$ cat config.mk
export PLATFORM = sky130hd
export DESIGN_NAME = jitter_buffer_slot_table_core
export DESIGN_NICKNAME = d
export VERILOG_FILES = /design/src/jbst_pkg.sv /design/src/jitter_buffer_slot_table_core.sv /design/src/jbst_ctrl.sv /design/src/jbst_dp.sv
export SDC_FILE = /design/constraint.sdc
export NUM_CORES = 2
export LEC_CHECK = 0
export ABC_AREA = 1
export ABC_CLOCK_PERIOD_IN_PS = 12900
export BUFFER_PORTS_ARGS = -buffer_cell sky130_fd_sc_hd__buf_2
export CAP_MARGIN = 20
export CORE_MARGIN = 2
export CORE_UTILIZATION = 50
export CTS_CLUSTER_DIAMETER = 50
export DETAILED_ROUTE_END_ITERATION = 12
export PLACE_DENSITY = 0.75
export SETUP_SLACK_MARGIN = 0.15
export SLEW_MARGIN = 20
export SYNTH_ARGS = -nofsm -noshare
export SYNTH_HDL_FRONTEND = slang
export SYNTH_SLANG_ARGS = --single-unit
$ cat constraint.sdc
create_clock -name clk -period 12.9 [get_ports clk]
set_clock_uncertainty 0.1 [all_clocks]
set_input_delay 1.29 -clock clk [delete_from_list [all_inputs] [get_ports clk]]
set_output_delay 1.29 -clock clk [all_outputs]
set_load 0.02 [all_outputs]
$ cat src/jbst_pkg.sv
package jbst_pkg;

  localparam int DEPTH   = 16;
  localparam int IDX_W   = (DEPTH > 1) ? $clog2(DEPTH) : 1;
  localparam int CNT_W   = $clog2(DEPTH + 1);
  localparam int CAP_W   = 5;
  localparam int SEQ_W   = 16;
  localparam int STAMP_W = 32;
  localparam int LEN_W   = 16;
  localparam int SLOT_W  = 4;
  localparam int SEL_W   = 4;
  localparam int KIND_W  = 3;
  localparam int DATA_W  = 16;
  localparam int ENTRY_W = SEQ_W + STAMP_W + LEN_W;

  localparam logic REG_CAPACITY = 1'b0;
  localparam logic REG_BUFFER   = 1'b1;

  typedef enum logic [KIND_W-1:0] {
    KIND_INSERT  = 3'd0,
    KIND_LOOKUP  = 3'd1,
    KIND_OLDEST  = 3'd2,
    KIND_RELEASE = 3'd3,
    KIND_FLUSH   = 3'd4
  } kind_t;

  typedef enum logic [2:0] {
    ST_OK      = 3'd0,
    ST_EVICTED = 3'd1,
    ST_DUP     = 3'd2,
    ST_DROP    = 3'd3,
    ST_HIT     = 3'd4,
    ST_MISS    = 3'd5,
    ST_FLUSHED = 3'd6
  } status_t;

  typedef enum logic [2:0] {
    S_IDLE,
    S_SCAN,
    S_DRAIN,
    S_FETCH,
    S_FINISH
  } state_t;

  typedef struct packed {
    logic load;
    logic scan_rd;
    logic fetch;
    logic finish;
  } jbst_cmd_t;

  typedef struct packed {
    logic needs_scan;
    logic scan_end;
    logic out_free;
  } jbst_sts_t;

endpackage

$ cat src/jitter_buffer_slot_table_core.sv
// Packet slot table for a jitter buffer.
// Input channel (in_valid / in_stall) carries one operation per item: insert,
// lookup by sequence, oldest query, release by slot index or flush. Output
// channel (out_valid / out_stall) returns exactly one result item per input.
// Configuration (cfg_we, cfg_index, cfg_data) sets capacity in use and the
// per-slot buffer size; write it only while the table is idle.
// Insert, lookup and oldest query walk the slots in use through the single
// read port of the slot memory, one slot per cycle, then drain the last
// read, fetch the chosen slot and load the result. Release, flush and
// unknown kinds skip the walk and go straight to the fetch.
// One item is worked at a time; in_stall is high from acceptance until the
// result has been loaded into the output register.
// Reset (rst, synchronous) empties every slot, clears the count and sets
// capacity to the built depth and buffer size to zero (no clipping).
// While out_stall is high the result is held; the next item may be accepted
// and worked, but its result waits until the held one is taken.
module jitter_buffer_slot_table_core (
  input  logic                          clk,
  input  logic                          rst,
  input  logic                          in_valid,
  output logic                          in_stall,
  input  logic [jbst_pkg::KIND_W-1:0]   kind,
  input  logic [jbst_pkg::SEQ_W-1:0]    seq,
  input  logic [jbst_pkg::SEQ_W-1:0]    playhead,
  input  logic [jbst_pkg::STAMP_W-1:0]  stamp,
  input  logic [jbst_pkg::LEN_W-1:0]    pkt_length,
  input  logic [jbst_pkg::SEL_W-1:0]    slot_sel,
  output logic                          out_valid,
  input  logic                          out_stall,
  output logic [2:0]                    status,
  output logic [jbst_pkg::SLOT_W-1:0]   slot,
  output logic                          evicted_valid,
  output logic [jbst_pkg::SEQ_W-1:0]    evicted_seq,
  output logic [jbst_pkg::SEQ_W-1:0]    entry_seq,
  output logic [jbst_pkg::STAMP_W-1:0]  entry_stamp,
  output logic [jbst_pkg::LEN_W-1:0]    entry_length,
  output logic [jbst_pkg::LEN_W-1:0]    copy_length,
  output logic [jbst_pkg::CNT_W-1:0]    occupancy,
  input  logic                          cfg_we,
  input  logic                          cfg_index,
  input  logic [jbst_pkg::DATA_W-1:0]   cfg_data
);

  jbst_pkg::jbst_cmd_t cmd;
  jbst_pkg::jbst_sts_t sts;

  jbst_ctrl u_ctrl (
    .clk      (clk),
    .rst      (rst),
    .in_valid (in_valid),
    .in_stall (in_stall),
    .sts      (sts),
    .cmd      (cmd)
  );

  jbst_dp u_dp (
    .clk           (clk),
    .rst           (rst),
    .cmd           (cmd),
    .sts           (sts),
    .kind          (kind),
    .seq           (seq),
    .playhead      (playhead),
    .stamp         (stamp),
    .pkt_length    (pkt_length),
    .slot_sel      (slot_sel),
    .out_valid     (out_valid),
    .out_stall     (out_stall),
    .status        (status),
    .slot          (slot),
    .evicted_valid (evicted_valid),
    .evicted_seq   (evicted_seq),
    .entry_seq     (entry_seq),
    .entry_stamp   (entry_stamp),
    .entry_length  (entry_length),
    .copy_length   (copy_length),
    .occupancy     (occupancy),
    .cfg_we        (cfg_we),
    .cfg_index     (cfg_index),
    .cfg_data      (cfg_data)
  );

endmodule

$ cat src/jbst_ctrl.sv
module jbst_ctrl (
  input  logic                clk,
  input  logic                rst,
  input  logic                in_valid,
  output logic                in_stall,
  input  jbst_pkg::jbst_sts_t sts,
  output jbst_pkg::jbst_cmd_t cmd
);

  jbst_pkg::state_t state, state_next;

  always_ff @(posedge clk) begin
    if (rst) begin
      state <= jbst_pkg::S_IDLE;
    end else begin
      state <= state_next;
    end
  end

  always_comb begin
    state_next  = state;
    cmd         = '0;
    in_stall    = (state != jbst_pkg::S_IDLE);
    case (state)
      jbst_pkg::S_IDLE: begin
        if (in_valid) begin
          cmd.load   = 1'b1;
          state_next = sts.needs_scan ? jbst_pkg::S_SCAN : jbst_pkg::S_FETCH;
        end
      end
      jbst_pkg::S_SCAN: begin
        cmd.scan_rd = 1'b1;
        if (sts.scan_end) begin
          state_next = jbst_pkg::S_DRAIN;
        end
      end
      jbst_pkg::S_DRAIN: begin
        state_next = jbst_pkg::S_FETCH;
      end
      jbst_pkg::S_FETCH: begin
        cmd.fetch  = 1'b1;
        state_next = jbst_pkg::S_FINISH;
      end
      jbst_pkg::S_FINISH: begin
        if (sts.out_free) begin
          cmd.finish = 1'b1;
          state_next = jbst_pkg::S_IDLE;
        end
      end
      default: begin
        state_next = jbst_pkg::S_IDLE;
      end
    endcase
  end

`ifndef SYNTHESIS
  a_scan_only_in_scan: assert property (@(posedge clk) disable iff (rst)
    cmd.scan_rd |-> $past(state) == jbst_pkg::S_IDLE || $past(state) == jbst_pkg::S_SCAN)
    else $error("scan read outside a scan");
  a_finish_after_fetch: assert property (@(posedge clk) disable iff (rst)
    cmd.finish |-> $past(state) == jbst_pkg::S_FETCH || $past(state) == jbst_pkg::S_FINISH)
    else $error("finish without a fetch");
  a_load_when_idle: assert property (@(posedge clk) disable iff (rst)
    cmd.load |=> state != jbst_pkg::S_IDLE)
    else $error("item accepted but controller stayed idle");
`endif

endmodule

$ cat src/jbst_dp.sv
module jbst_dp (
  input  logic                              clk,
  input  logic                              rst,
  input  jbst_pkg::jbst_cmd_t               cmd,
  output jbst_pkg::jbst_sts_t               sts,
  input  logic [jbst_pkg::KIND_W-1:0]       kind,
  input  logic [jbst_pkg::SEQ_W-1:0]        seq,
  input  logic [jbst_pkg::SEQ_W-1:0]        playhead,
  input  logic [jbst_pkg::STAMP_W-1:0]      stamp,
  input  logic [jbst_pkg::LEN_W-1:0]        pkt_length,
  input  logic [jbst_pkg::SEL_W-1:0]        slot_sel,
  output logic                              out_valid,
  input  logic                              out_stall,
  output logic [2:0]                        status,
  output logic [jbst_pkg::SLOT_W-1:0]       slot,
  output logic                              evicted_valid,
  output logic [jbst_pkg::SEQ_W-1:0]        evicted_seq,
  output logic [jbst_pkg::SEQ_W-1:0]        entry_seq,
  output logic [jbst_pkg::STAMP_W-1:0]      entry_stamp,
  output logic [jbst_pkg::LEN_W-1:0]        entry_length,
  output logic [jbst_pkg::LEN_W-1:0]        copy_length,
  output logic [jbst_pkg::CNT_W-1:0]        occupancy,
  input  logic                              cfg_we,
  input  logic                              cfg_index,
  input  logic [jbst_pkg::DATA_W-1:0]       cfg_data
);

  localparam int IW = jbst_pkg::IDX_W;
  localparam int CW = jbst_pkg::CNT_W;

  logic [jbst_pkg::ENTRY_W-1:0] mem [jbst_pkg::DEPTH];
  logic [jbst_pkg::ENTRY_W-1:0] rd_word;

  logic [jbst_pkg::DEPTH-1:0]   valid, valid_next;
  logic [CW-1:0]                used, used_next;
  logic [jbst_pkg::CAP_W-1:0]   capacity;
  logic [jbst_pkg::LEN_W-1:0]   buf_bytes;

  logic [jbst_pkg::KIND_W-1:0]  kind_q;
  logic [jbst_pkg::SEQ_W-1:0]   seq_q, ph_q;
  logic [jbst_pkg::STAMP_W-1:0] stamp_q;
  logic [jbst_pkg::LEN_W-1:0]   len_q;
  logic [jbst_pkg::SEL_W-1:0]   sel_q;

  logic [CW-1:0]                cnt, cap_eff;
  logic                         pend;
  logic [IW-1:0]                pend_idx;
  logic                         dup_found, pos_found, any_found, free_found;
  logic [IW-1:0]                dup_idx, pos_idx, any_idx, free_idx;
  logic [jbst_pkg::SEQ_W-2:0]   pos_dist;
  logic [jbst_pkg::SEQ_W-1:0]   any_dist;

  logic [jbst_pkg::SEQ_W-1:0]   e_seq, seq_gap;
  logic [jbst_pkg::STAMP_W-1:0] e_stamp;
  logic [jbst_pkg::LEN_W-1:0]   e_len, clip_len;
  logic [IW-1:0]                victim_idx, ins_slot, fetch_idx, rd_addr, sel_idx;
  logic                         full, evict, ins_ok, rel_ok, wr_en;

  jbst_pkg::status_t            res_status, status_q;
  logic [jbst_pkg::SLOT_W-1:0]  res_slot;
  logic                         res_ev;
  logic [jbst_pkg::SEQ_W-1:0]   res_evseq, res_eseq;
  logic [jbst_pkg::STAMP_W-1:0] res_estamp;
  logic [jbst_pkg::LEN_W-1:0]   res_elen, res_copy;

  assign e_seq   = rd_word[jbst_pkg::ENTRY_W-1 -: jbst_pkg::SEQ_W];
  assign e_stamp = rd_word[jbst_pkg::LEN_W +: jbst_pkg::STAMP_W];
  assign e_len   = rd_word[jbst_pkg::LEN_W-1:0];
  assign seq_gap = e_seq - ph_q;
  assign sel_idx = IW'(sel_q);

  always_comb begin
    if (capacity == '0) begin
      cap_eff = CW'(1);
    end else if (int'(capacity) > jbst_pkg::DEPTH) begin
      cap_eff = CW'(jbst_pkg::DEPTH);
    end else begin
      cap_eff = CW'(capacity);
    end
  end

  assign sts.needs_scan = (kind == jbst_pkg::KIND_INSERT) || (kind == jbst_pkg::KIND_LOOKUP) ||
                          (kind == jbst_pkg::KIND_OLDEST);
  assign sts.scan_end   = (cnt == cap_eff - CW'(1));
  assign sts.out_free   = !out_valid || !out_stall;

  always_ff @(posedge clk) begin
    if (rst) begin
      capacity  <= jbst_pkg::CAP_W'(jbst_pkg::DEPTH);
      buf_bytes <= '0;
    end else if (cfg_we) begin
      case (cfg_index)
        jbst_pkg::REG_CAPACITY: capacity  <= cfg_data[jbst_pkg::CAP_W-1:0];
        jbst_pkg::REG_BUFFER:   buf_bytes <= cfg_data[jbst_pkg::LEN_W-1:0];
        default: ;
      endcase
    end
  end

  always_ff @(posedge clk) begin
    if (cmd.load) begin
      kind_q  <= kind;
      seq_q   <= seq;
      ph_q    <= playhead;
      stamp_q <= stamp;
      len_q   <= pkt_length;
      sel_q   <= slot_sel;
    end
  end

  // scan: one slot read per cycle, judged the cycle after
  always_ff @(posedge clk) begin
    if (rst) begin
      cnt        <= '0;
      pend       <= 1'b0;
      dup_found  <= 1'b0;
      pos_found  <= 1'b0;
      any_found  <= 1'b0;
      free_found <= 1'b0;
    end else if (cmd.load) begin
      cnt        <= '0;
      pend       <= 1'b0;
      dup_found  <= 1'b0;
      pos_found  <= 1'b0;
      any_found  <= 1'b0;
      free_found <= 1'b0;
    end else begin
      pend <= cmd.scan_rd;
      if (cmd.scan_rd) begin
        cnt <= cnt + CW'(1);
      end
      if (pend) begin
        if (valid[pend_idx]) begin
          if (!dup_found && e_seq == seq_q) begin
            dup_found <= 1'b1;
          end
          if (!seq_gap[jbst_pkg::SEQ_W-1] &&
              (!pos_found || seq_gap[jbst_pkg::SEQ_W-2:0] < pos_dist)) begin
            pos_found <= 1'b1;
          end
          if (!any_found || $signed(seq_gap) < $signed(any_dist)) begin
            any_found <= 1'b1;
          end
        end else if (!free_found) begin
          free_found <= 1'b1;
        end
      end
    end
  end

  always_ff @(posedge clk) begin
    if (cmd.scan_rd) begin
      pend_idx <= cnt[IW-1:0];
    end
    if (pend && valid[pend_idx]) begin
      if (!dup_found && e_seq == seq_q) begin
        dup_idx <= pend_idx;
      end
      if (!seq_gap[jbst_pkg::SEQ_W-1] &&
          (!pos_found || seq_gap[jbst_pkg::SEQ_W-2:0] < pos_dist)) begin
        pos_idx  <= pend_idx;
        pos_dist <= seq_gap[jbst_pkg::SEQ_W-2:0];
      end
      if (!any_found || $signed(seq_gap) < $signed(any_dist)) begin
        any_idx  <= pend_idx;
        any_dist <= seq_gap;
      end
    end
    if (pend && !valid[pend_idx] && !free_found) begin
      free_idx <= pend_idx;
    end
  end

  assign victim_idx = pos_found ? pos_idx : any_idx;
  assign full       = (used >= cap_eff);
  assign evict      = full && any_found;
  assign rel_ok     = (int'(sel_q) < jbst_pkg::DEPTH) && valid[sel_idx];
  assign clip_len   = (buf_bytes != '0 && len_q > buf_bytes) ? buf_bytes : len_q;

  always_comb begin
    if (full) begin
      ins_ok   = evict;
      ins_slot = (free_found && free_idx < victim_idx) ? free_idx : victim_idx;
    end else begin
      ins_ok   = free_found;
      ins_slot = free_idx;
    end
  end

  always_comb begin
    case (kind_q)
      jbst_pkg::KIND_INSERT: fetch_idx = dup_found ? dup_idx : victim_idx;
      jbst_pkg::KIND_LOOKUP: fetch_idx = dup_idx;
      jbst_pkg::KIND_OLDEST: fetch_idx = victim_idx;
      default:               fetch_idx = sel_idx;
    endcase
  end

  assign rd_addr = cmd.fetch ? fetch_idx : cnt[IW-1:0];

  always_ff @(posedge clk) begin
    if (cmd.scan_rd || cmd.fetch) begin
      rd_word <= mem[rd_addr];
    end
    if (cmd.finish && wr_en) begin
      mem[ins_slot] <= {seq_q, stamp_q, len_q};
    end
  end

  always_comb begin
    res_status = jbst_pkg::ST_MISS;
    res_slot   = '0;
    res_ev     = 1'b0;
    res_evseq  = '0;
    res_eseq   = '0;
    res_estamp = '0;
    res_elen   = '0;
    res_copy   = '0;
    valid_next = valid;
    used_next  = used;
    wr_en      = 1'b0;
    case (kind_q)
      jbst_pkg::KIND_INSERT: begin
        if (dup_found) begin
          res_status = jbst_pkg::ST_DUP;
          res_slot   = jbst_pkg::SLOT_W'(dup_idx);
          res_eseq   = e_seq;
          res_estamp = e_stamp;
          res_elen   = e_len;
        end else if (ins_ok) begin
          wr_en = 1'b1;
          if (evict) begin
            valid_next[victim_idx] = 1'b0;
          end
          valid_next[ins_slot] = 1'b1;
          used_next  = used + CW'(1) - CW'(evict);
          res_status = evict ? jbst_pkg::ST_EVICTED : jbst_pkg::ST_OK;
          res_slot   = jbst_pkg::SLOT_W'(ins_slot);
          res_ev     = evict;
          res_evseq  = evict ? e_seq : '0;
          res_copy   = clip_len;
        end else begin
          res_status = jbst_pkg::ST_DROP;
        end
      end
      jbst_pkg::KIND_LOOKUP: begin
        if (dup_found) begin
          res_status = jbst_pkg::ST_HIT;
          res_slot   = jbst_pkg::SLOT_W'(dup_idx);
          res_eseq   = e_seq;
          res_estamp = e_stamp;
          res_elen   = e_len;
        end
      end
      jbst_pkg::KIND_OLDEST: begin
        if (any_found) begin
          res_status = jbst_pkg::ST_HIT;
          res_slot   = jbst_pkg::SLOT_W'(victim_idx);
          res_eseq   = e_seq;
          res_estamp = e_stamp;
          res_elen   = e_len;
        end
      end
      jbst_pkg::KIND_RELEASE: begin
        if (rel_ok) begin
          valid_next[sel_idx] = 1'b0;
          used_next  = used - CW'(1);
          res_status = jbst_pkg::ST_HIT;
          res_slot   = jbst_pkg::SLOT_W'(sel_idx);
          res_eseq   = e_seq;
          res_estamp = e_stamp;
          res_elen   = e_len;
        end
      end
      jbst_pkg::KIND_FLUSH: begin
        valid_next = '0;
        used_next  = '0;
        res_status = jbst_pkg::ST_FLUSHED;
      end
      default: ;
    endcase
  end

  always_ff @(posedge clk) begin
    if (rst) begin
      valid <= '0;
      used  <= '0;
    end else if (cmd.finish) begin
      valid <= valid_next;
      used  <= used_next;
    end
  end

  always_ff @(posedge clk) begin
    if (rst) begin
      out_valid <= 1'b0;
    end else if (cmd.finish) begin
      out_valid <= 1'b1;
    end else if (!out_stall) begin
      out_valid <= 1'b0;
    end
  end

  always_ff @(posedge clk) begin
    if (cmd.finish) begin
      status_q      <= res_status;
      slot          <= res_slot;
      evicted_valid <= res_ev;
      evicted_seq   <= res_evseq;
      entry_seq     <= res_eseq;
      entry_stamp   <= res_estamp;
      entry_length  <= res_elen;
      copy_length   <= res_copy;
      occupancy     <= used_next;
    end
  end

  assign status = status_q;

`ifndef SYNTHESIS
  a_count_matches_valid: assert property (@(posedge clk) disable iff (rst)
    used == CW'($countones(valid)))
    else $error("occupancy count out of step with slot valid bits");
  a_evict_status: assert property (@(posedge clk) disable iff (rst)
    (out_valid && evicted_valid) |-> status_q == jbst_pkg::ST_EVICTED)
    else $error("eviction reported without evicted status");
  a_flush_empties: assert property (@(posedge clk) disable iff (rst)
    (cmd.finish && res_status == jbst_pkg::ST_FLUSHED) |=> used == '0 && occupancy == '0)
    else $error("flush left slots in use");
`endif

endmodule
## Yosys cells after proc, flatten, opt, wreduce, memory -nomap -nowiden

Memory sizes are Yosys's and may differ from the RTL's. A register that Yosys moved wholly into a read port is not among the register bits.
Cells that the tools add are included.
W data, S select, Z words.

- Register bits: 303
- RAM bits: 1,024
- Output and inout port bits: 111
- Logic and storage cells: 206
- Memories kept: 1

- Add/sub/neg operators: 6
- Magnitude comparators: 13
- Equality and inequality tests: 19
- Mux-type cells: 75
- Bitwise operators: 10
- Reductions and logical operators: 48

Memory list:

| memory | depth | bits a word | read ports | clocked after Yosys merged registers in | wr ports | RTL line | source |
|---|---|---|---|---|---|---|---|
| u_dp.mem | 16 | 64 | 1 | 1 | 1 | jbst_dp.sv:31 | `logic [jbst_pkg::ENTRY_W-1:0] mem [jbst_pkg::DEPTH];` |

Operators with widths:

| operator | number |
|---|---|
| $mux W16 | 14 |
| $pmux W16 S3 | 3 |
| $mux W32 | 3 |
| $pmux W32 S3 | 1 |
| $mux W4 | 10 |
| $and A16 B16 Y16 | 2 |
| $not A16 Y16 | 2 |
| $pmux W3 S5 | 2 |
| $mux W5 | 5 |
| $mux W1 | 23 |
| $lt A4 B5 Y1 const B | 4 |
| $eq A16 B16 Y1 | 1 |
| $gt A16 B16 Y1 | 1 |
| $lt A16 B16 Y1 | 1 |
| $or A16 B16 Y16 | 1 |
| $pmux W4 S4 | 1 |
| $reduce_bool A16 Y1 | 1 |
| $sub A16 B16 Y16 | 1 |
| $eq A3 B2 Y1 const B | 5 |
| $lt A15 B15 Y1 | 1 |
| $mux W3 | 5 |
| $pmux W5 S3 | 1 |
| $demux W1 S4 | 3 |
| $ge A4 B1 Y1 const B | 3 |
| 27 further kinds | 77 |

## Longest topological paths before layout

- Depth in word-level cells: 15
- Gate-level depth with buffers: 19

## Modules after synthesis

A second synthesis with hierarchy kept.

- Cell total of the unflattened synthesis: 5,796
- Area total of the unflattened synthesis: 60,687.0 um^2

Modules (own cells, without submodules):

| module | times used | cells each | area an instance (um^2) |
|---|---|---|---|
| jbst_dp | 1 | 5,766 | 60,493.0 |
| jbst_ctrl | 1 | 30 | 193.9 |

## Least setup slack after synthesis

No wires, ideal clock.

- Kind: input to register
- Start point: input port out_stall
- End point: memory u_dp.mem[10][0] (netlist bit) (enable)
- Setup time: 0.486 ns
- Arrival: 9.677 ns
- Required time: 12.314 ns
- Setup slack: 2.637 ns
- Stages: 6
- Buffers on the path: 1
- Cells stage by stage: nand2_1 -> inv_1 -> nor2_1 -> nand2_2 -> buf_2 -> nor2_1

RTL lines:

| element | RTL line | source |
|---|---|---|
| start, declared | jitter_buffer_slot_table_core.sv:29 | `input logic out_stall,` |
| end, declared | jbst_dp.sv:31 |  |

## Worst setup path after layout

- Start point: register u_dp.kind_q[2] (netlist bit)
- End point: register u_dp.rd_word[19] (netlist bit) (read register of u_dp.mem), data pin

- Cells in the longest elaborated chain, start to end: 3
- Elaborated cells between the ends (all ways): 5
- Those cells by class: 2 x eq/ne; 2 x mux; 1 x reduce/logical

RTL lines:

| element | RTL line | source |
|---|---|---|
| start, declared | jbst_dp.sv:39 | `logic [jbst_pkg::KIND_W-1:0] kind_q;` |
| start signal, assigned | jbst_dp.sv:102 | `kind_q <= kind;` |
| $eq A3 B2 Y1, or another cell as far along | jbst_dp.sv:191 | `case (kind_q)` |
| $pmux W4 S3 * | jbst_dp.sv:191 |  |
| $mux W4 * | jbst_dp.sv:199 | `assign rd_addr = cmd.fetch ? fetch_idx : cnt[IW-1:0];` |
| end, declared | jbst_dp.sv:32 | `logic [jbst_pkg::ENTRY_W-1:0] rd_word;` |

Mark *: on every way between the ends. The rest lies on a longest branch, timed or not.
A chain may end at the register's enable or synchronous reset.

==> metrics list <==
- Post-CTS Setup Repair Bufs: 0
- Sequential fraction of the synthesis area: 0.695
- The worst register-to-register path ends at u_dp.rd_word[19]$_DFFE_PP_.
* Die area: 0.121 mm²
- Leakage power: 25.8 nW
* Leftover overflow at the end of global routing: 0
- Counting every net in the synthesized netlist gives 5487.
- Proportion of layout cells with a drive suffix above 1: 0.101
* Worst setup path class: reg2reg
* Core Region: 0.118 mm²
- Number of cells produced by synthesis: 5300
* Hold Crit Depth: 2
- At the pin with the least slew margin, the transition time is 1.24 ns.
* Distinct cell type count after synthesis: 51
- The worst setup path is launched from a register.
- Measured along the y axis, the die boundary spans 348 µm.
- The first global-routing pass estimated 232000 µm of wire.
* Run status: completed
- Largest net degree at the start of global routing: 230
- Hold endpoint: u_dp.capacity[0]$_SDFFE_PP0P_
* Worst setup path startpoint: u_dp.kind_q[2]$_DFFE_PP_
* Number of rows in the core area: 126
- Derived from the worst setup path, the maximum achievable clock frequency is 0.163 GHz.
- Tot GR Track Use: 0.248
- Of the total power, combinational logic draws 0.133.
* Final count of hold timing violations: 0
* Final-layout setup total negative slack: 0 ns
* Clock tree from TritonCTS: done
* Final WL: 153000 µm
- The first TritonRoute pass finished after 9 iterations.
- From left edge to right edge, the die measures 348 µm.
* Type of the most critical hold path: reg2reg
- The final route contains 40900 vias.
- The total count of max-transition violations in the final report is 0.
* CP Data Arrival Time: 6.57 ns
- The startpoint identified for the worst register-to-register timing path is u_dp.kind_q[2]$_DFFE_PP_.
* Final Cycle Share: 0.477
- Maximum fanout count along the critical path: 229
- DRC Markers: 0
- The analysis attributes to net switching a power of 3.10 mW.
* Number of gates given a new drive strength after cts: 0
- The number of cells on the worst reg-to-reg path is 14.
- Dividing the synthesized area by the synthesized cell count gives 11.2 µm².
* Number of register bits inferred by synthesis: 1391
- Counting I/O delays and the setup requirement, the final critical path takes 6.15 ns.
- The internal power of the cells totals 8.19 mW.
- Worst path required time: 13.32 ns
- Critical Path End Type: register
* Htree depth: 4
- Timing analysis after detailed placement gives a worst setup slack of 6.90 ns.
* Vias/cell: 5.75
* Post-synthesis async set-or-reset flop share: 0
* Initial core utilization: 0.503
- Routability-driven placement finished with a final weighted congestion of 0.886.
* Setup-failing EPs final: 0
- In this run the register-to-register setup slack is 6.75 ns.
- Cell at the root of the clock tree: sky130_fd_sc_hd__clkbuf_16
- Buffers placed on the I/O ports in this run total 219.
- Final Util: 0.565
- After clock tree synthesis, the clock-pin slew on the worst setup and hold paths is 0.06 ns.
- The worst-case IR drop observed on VDD is 0.152 mV.
* Cell area after synthesis: 0.0593 mm²
* Max-slew headroom: 0.171
- Final net count: 5622
- Clock insertion delay at the later pin of the skew report: 0.78 ns
- Post-CTS Hold Buffers: 0
* EDFF count, synth: 1335
* Power density over the cells: 170 mW/mm²
- The number of clock buffers added by TritonCTS is 155.
- Sink count of the clock tree: 1391
* Sw frac: 0.274
- In this run the most critical hold path is launched from u_dp.capacity[0]$_SDFFE_PP0P_.
* Layout area overhead: 12.3%
* HPWL after detailed placement: 80000 µm
* Ports: 220
- Primary flip-flop cell chosen by synthesis mapping: sky130_fd_sc_hd__edfxtp_1
- The number of antenna violations at the first check in global routing was 6.
* Number of global-route vias before repair: 39300
- Number of max-capacitance violations reported: 0
- Setup repair after global routing left no endpoint under its margin.
- Residual antenna-violating net count after detailed routing: 0
* Mean routed wirelength per cell: 21.5 µm
- Final worst slack: 6.75 ns
* Detailed router's first-iteration violation count: 5174
* Fraction of power consumed by the clock network: 0.393
- For this run, the number of Yosys warnings is 0.
* Seq pwr share: 0.474
- Maximum count of clock buffers along a single path: 3
==> worst max-delay path by stage <==
stage / slack (ns) / endpoint
final: 6.75 / u_dp.rd_word[19]$_DFFE_PP_
after global routing: 6.23 / u_dp.rd_word[18]$_DFFE_PP_
after CTS: 6.90 / u_dp.rd_word[16]$_DFFE_PP_
after detailed placement: 6.90 / u_dp.rd_word[27]$_DFFE_PP_
after global placement: 6.94 / u_dp.rd_word[26]$_DFFE_PP_
after floorplan: 2.64 / u_dp.mem[10][0]$_DFFE_PP_
==> power by group through the flow <==
stage	clock network, mW	registers (mW)	logic (mW)
global placement	0	5.44	1.44
floorplan	0	5.36	1.09
detailed placement	0	5.44	1.48
finish	4.44	5.35	1.50
global route	4.67	5.36	1.68
CTS	4.48	5.35	1.49
==> cells in the final DEF, fill, tap and decap left out, types with 56 or more instances in the layout <==
master,count
sky130_fd_sc_hd__ha_1,77
sky130_fd_sc_hd__a21oi_1,121
sky130_fd_sc_hd__o211ai_1,71
sky130_fd_sc_hd__dfxtp_1,56
sky130_fd_sc_hd__nor2_1,141
sky130_fd_sc_hd__nand3_1,874
sky130_fd_sc_hd__edfxtp_1,1335
sky130_fd_sc_hd__buf_2,219
sky130_fd_sc_hd__inv_1,253
sky130_fd_sc_hd__nand2_1,1805
sky130_fd_sc_hd__clkbuf_16,158
sky130_fd_sc_hd__o21ai_0,70
==> kinds of logic (layout without fill, tap and decap cells) <==
family,Yosys count,after routing,share of synthesized area
flip-flops,1391,1391,0.695
other,0,3,0
XOR/XNOR,30,30,0.00443
buffers and inverters,558,824,0.0440
adder cells (fa/ha/maj),78,78,0.0166
AND/OR/NAND/NOR,2922,2922,0.207
AO/OA/AOI/OAI,321,321,0.0327
==> metal layers <==
metal | vias up | GRT usage | wire [µm]
met1 | 19600 | 0.335 | 59600
met4 | 4 | 0.0920 | 4990
met5 | - | 0 | 27
li1 | 18700 | - | -
met3 | 323 | 0.0415 | 14300
met2 | 2251 | 0.404 | 73500
==> worst max-delay path, stage by stage (launching register included) <==
cell and delay [ns]:
sky130_fd_sc_hd__edfxtp_1 0.74, sky130_fd_sc_hd__nor2_2 0.29, sky130_fd_sc_hd__nand2_1 0.12, sky130_fd_sc_hd__o21ai_1 0.29
sky130_fd_sc_hd__nand2_1 0.09, sky130_fd_sc_hd__nand3_1 0.19, sky130_fd_sc_hd__nand2_8 0.51, sky130_fd_sc_hd__nand2_8 0.99
sky130_fd_sc_hd__buf_12 0.76, sky130_fd_sc_hd__buf_4 0.92, sky130_fd_sc_hd__nand2_1 0.11, sky130_fd_sc_hd__o211ai_1 0.14
sky130_fd_sc_hd__nand3_1 0.11, sky130_fd_sc_hd__nand3_1 0.11, sky130_fd_sc_hd__nand2_1 0.07
==> flip-flops by register name, summed over array words and instances, names as in the netlist, 5 cells and up <==
register	cells
u_dp.entry_seq	16
u_dp.len_q	16
u_dp.rd_word	64
u_dp.ph_q	16
u_dp.pos_dist	15
u_dp.buf_bytes	16
u_dp.any_dist	16
u_dp.occupancy	5
u_dp.stamp_q	32
u_dp.entry_length	16
u_dp.capacity	5
u_dp.mem	1024
u_dp.evicted_seq	16
u_dp.valid	16
u_dp.used	5
u_dp.seq_q	16
u_dp.entry_stamp	32
u_dp.cnt	5
u_dp.copy_length	16
==> per-stage QoR <==
stage	hold WS, ns	power (mW)	area [µm²]	std cells
floorplan	0.350	6.45	59300	5300
global placement	0.382	6.88	61300	6811
detailed placement	0.389	6.92	61400	6812
CTS	0.399	11.3	66500	7100
global route	0.437	11.7	66600	7102
finish	0.401	11.3	66600	7105
==> area by class of cell <==
| type | instances | area [µm²] |
|---|---|---|
| diodes | 3 | 7.51 |
| clock inverters | 102 | 1060 |
| flip-flops and latches | 1391 | 41200 |
| fillers | 9244 | 51200 |
| inverters | 267 | 1010 |
| clock buffers | 186 | 4090 |
| repair buffers | 269 | 1610 |
| well taps | 1536 | 1920 |
| multi-input cells | 3351 | 15700 |
==> synthesized netlist by cell type, types with 2 or more instances <==
master	instances	share of area
sky130_fd_sc_hd__xnor2_1	10	0.0015
sky130_fd_sc_hd__o21ai_2	3	0.00044
sky130_fd_sc_hd__buf_6	14	0.0027
sky130_fd_sc_hd__clkbuf_1	53	0.0034
sky130_fd_sc_hd__a21o_1	4	0.00051
sky130_fd_sc_hd__nor4_1	6	0.00063
sky130_fd_sc_hd__o21ai_1	5	0.00042
sky130_fd_sc_hd__a22oi_1	8	0.0010
sky130_fd_sc_hd__edfxtp_1	1335	0.68
sky130_fd_sc_hd__nand3b_1	2	0.00025
sky130_fd_sc_hd__a31oi_1	3	0.00032
sky130_fd_sc_hd__nand3_1	875	0.074
sky130_fd_sc_hd__nand2_2	4	0.00042
sky130_fd_sc_hd__nand4_1	20	0.0021
sky130_fd_sc_hd__o21ai_0	70	0.0059
sky130_fd_sc_hd__buf_2	131	0.011
sky130_fd_sc_hd__buf_4	65	0.0082
sky130_fd_sc_hd__a21oi_1	121	0.010
sky130_fd_sc_hd__dfxtp_1	56	0.019
sky130_fd_sc_hd__nand2_1	1805	0.11
sky130_fd_sc_hd__buf_1	28	0.0018
sky130_fd_sc_hd__inv_2	14	0.00089
sky130_fd_sc_hd__o2111ai_1	6	0.00089
sky130_fd_sc_hd__nor2_1	160	0.010
sky130_fd_sc_hd__nor3b_1	2	0.00025
sky130_fd_sc_hd__nor3_1	33	0.0028
sky130_fd_sc_hd__ha_1	77	0.016
sky130_fd_sc_hd__nor2_2	3	0.00032
sky130_fd_sc_hd__or2_1	3	0.00032
sky130_fd_sc_hd__xor2_1	20	0.0030
sky130_fd_sc_hd__o22ai_1	2	0.00021
sky130_fd_sc_hd__a211oi_1	18	0.0023
sky130_fd_sc_hd__or2_2	4	0.00042
sky130_fd_sc_hd__inv_1	253	0.016
sky130_fd_sc_hd__o211ai_1	71	0.0090
Note: power is estimated with default switching activity, not from simulation.
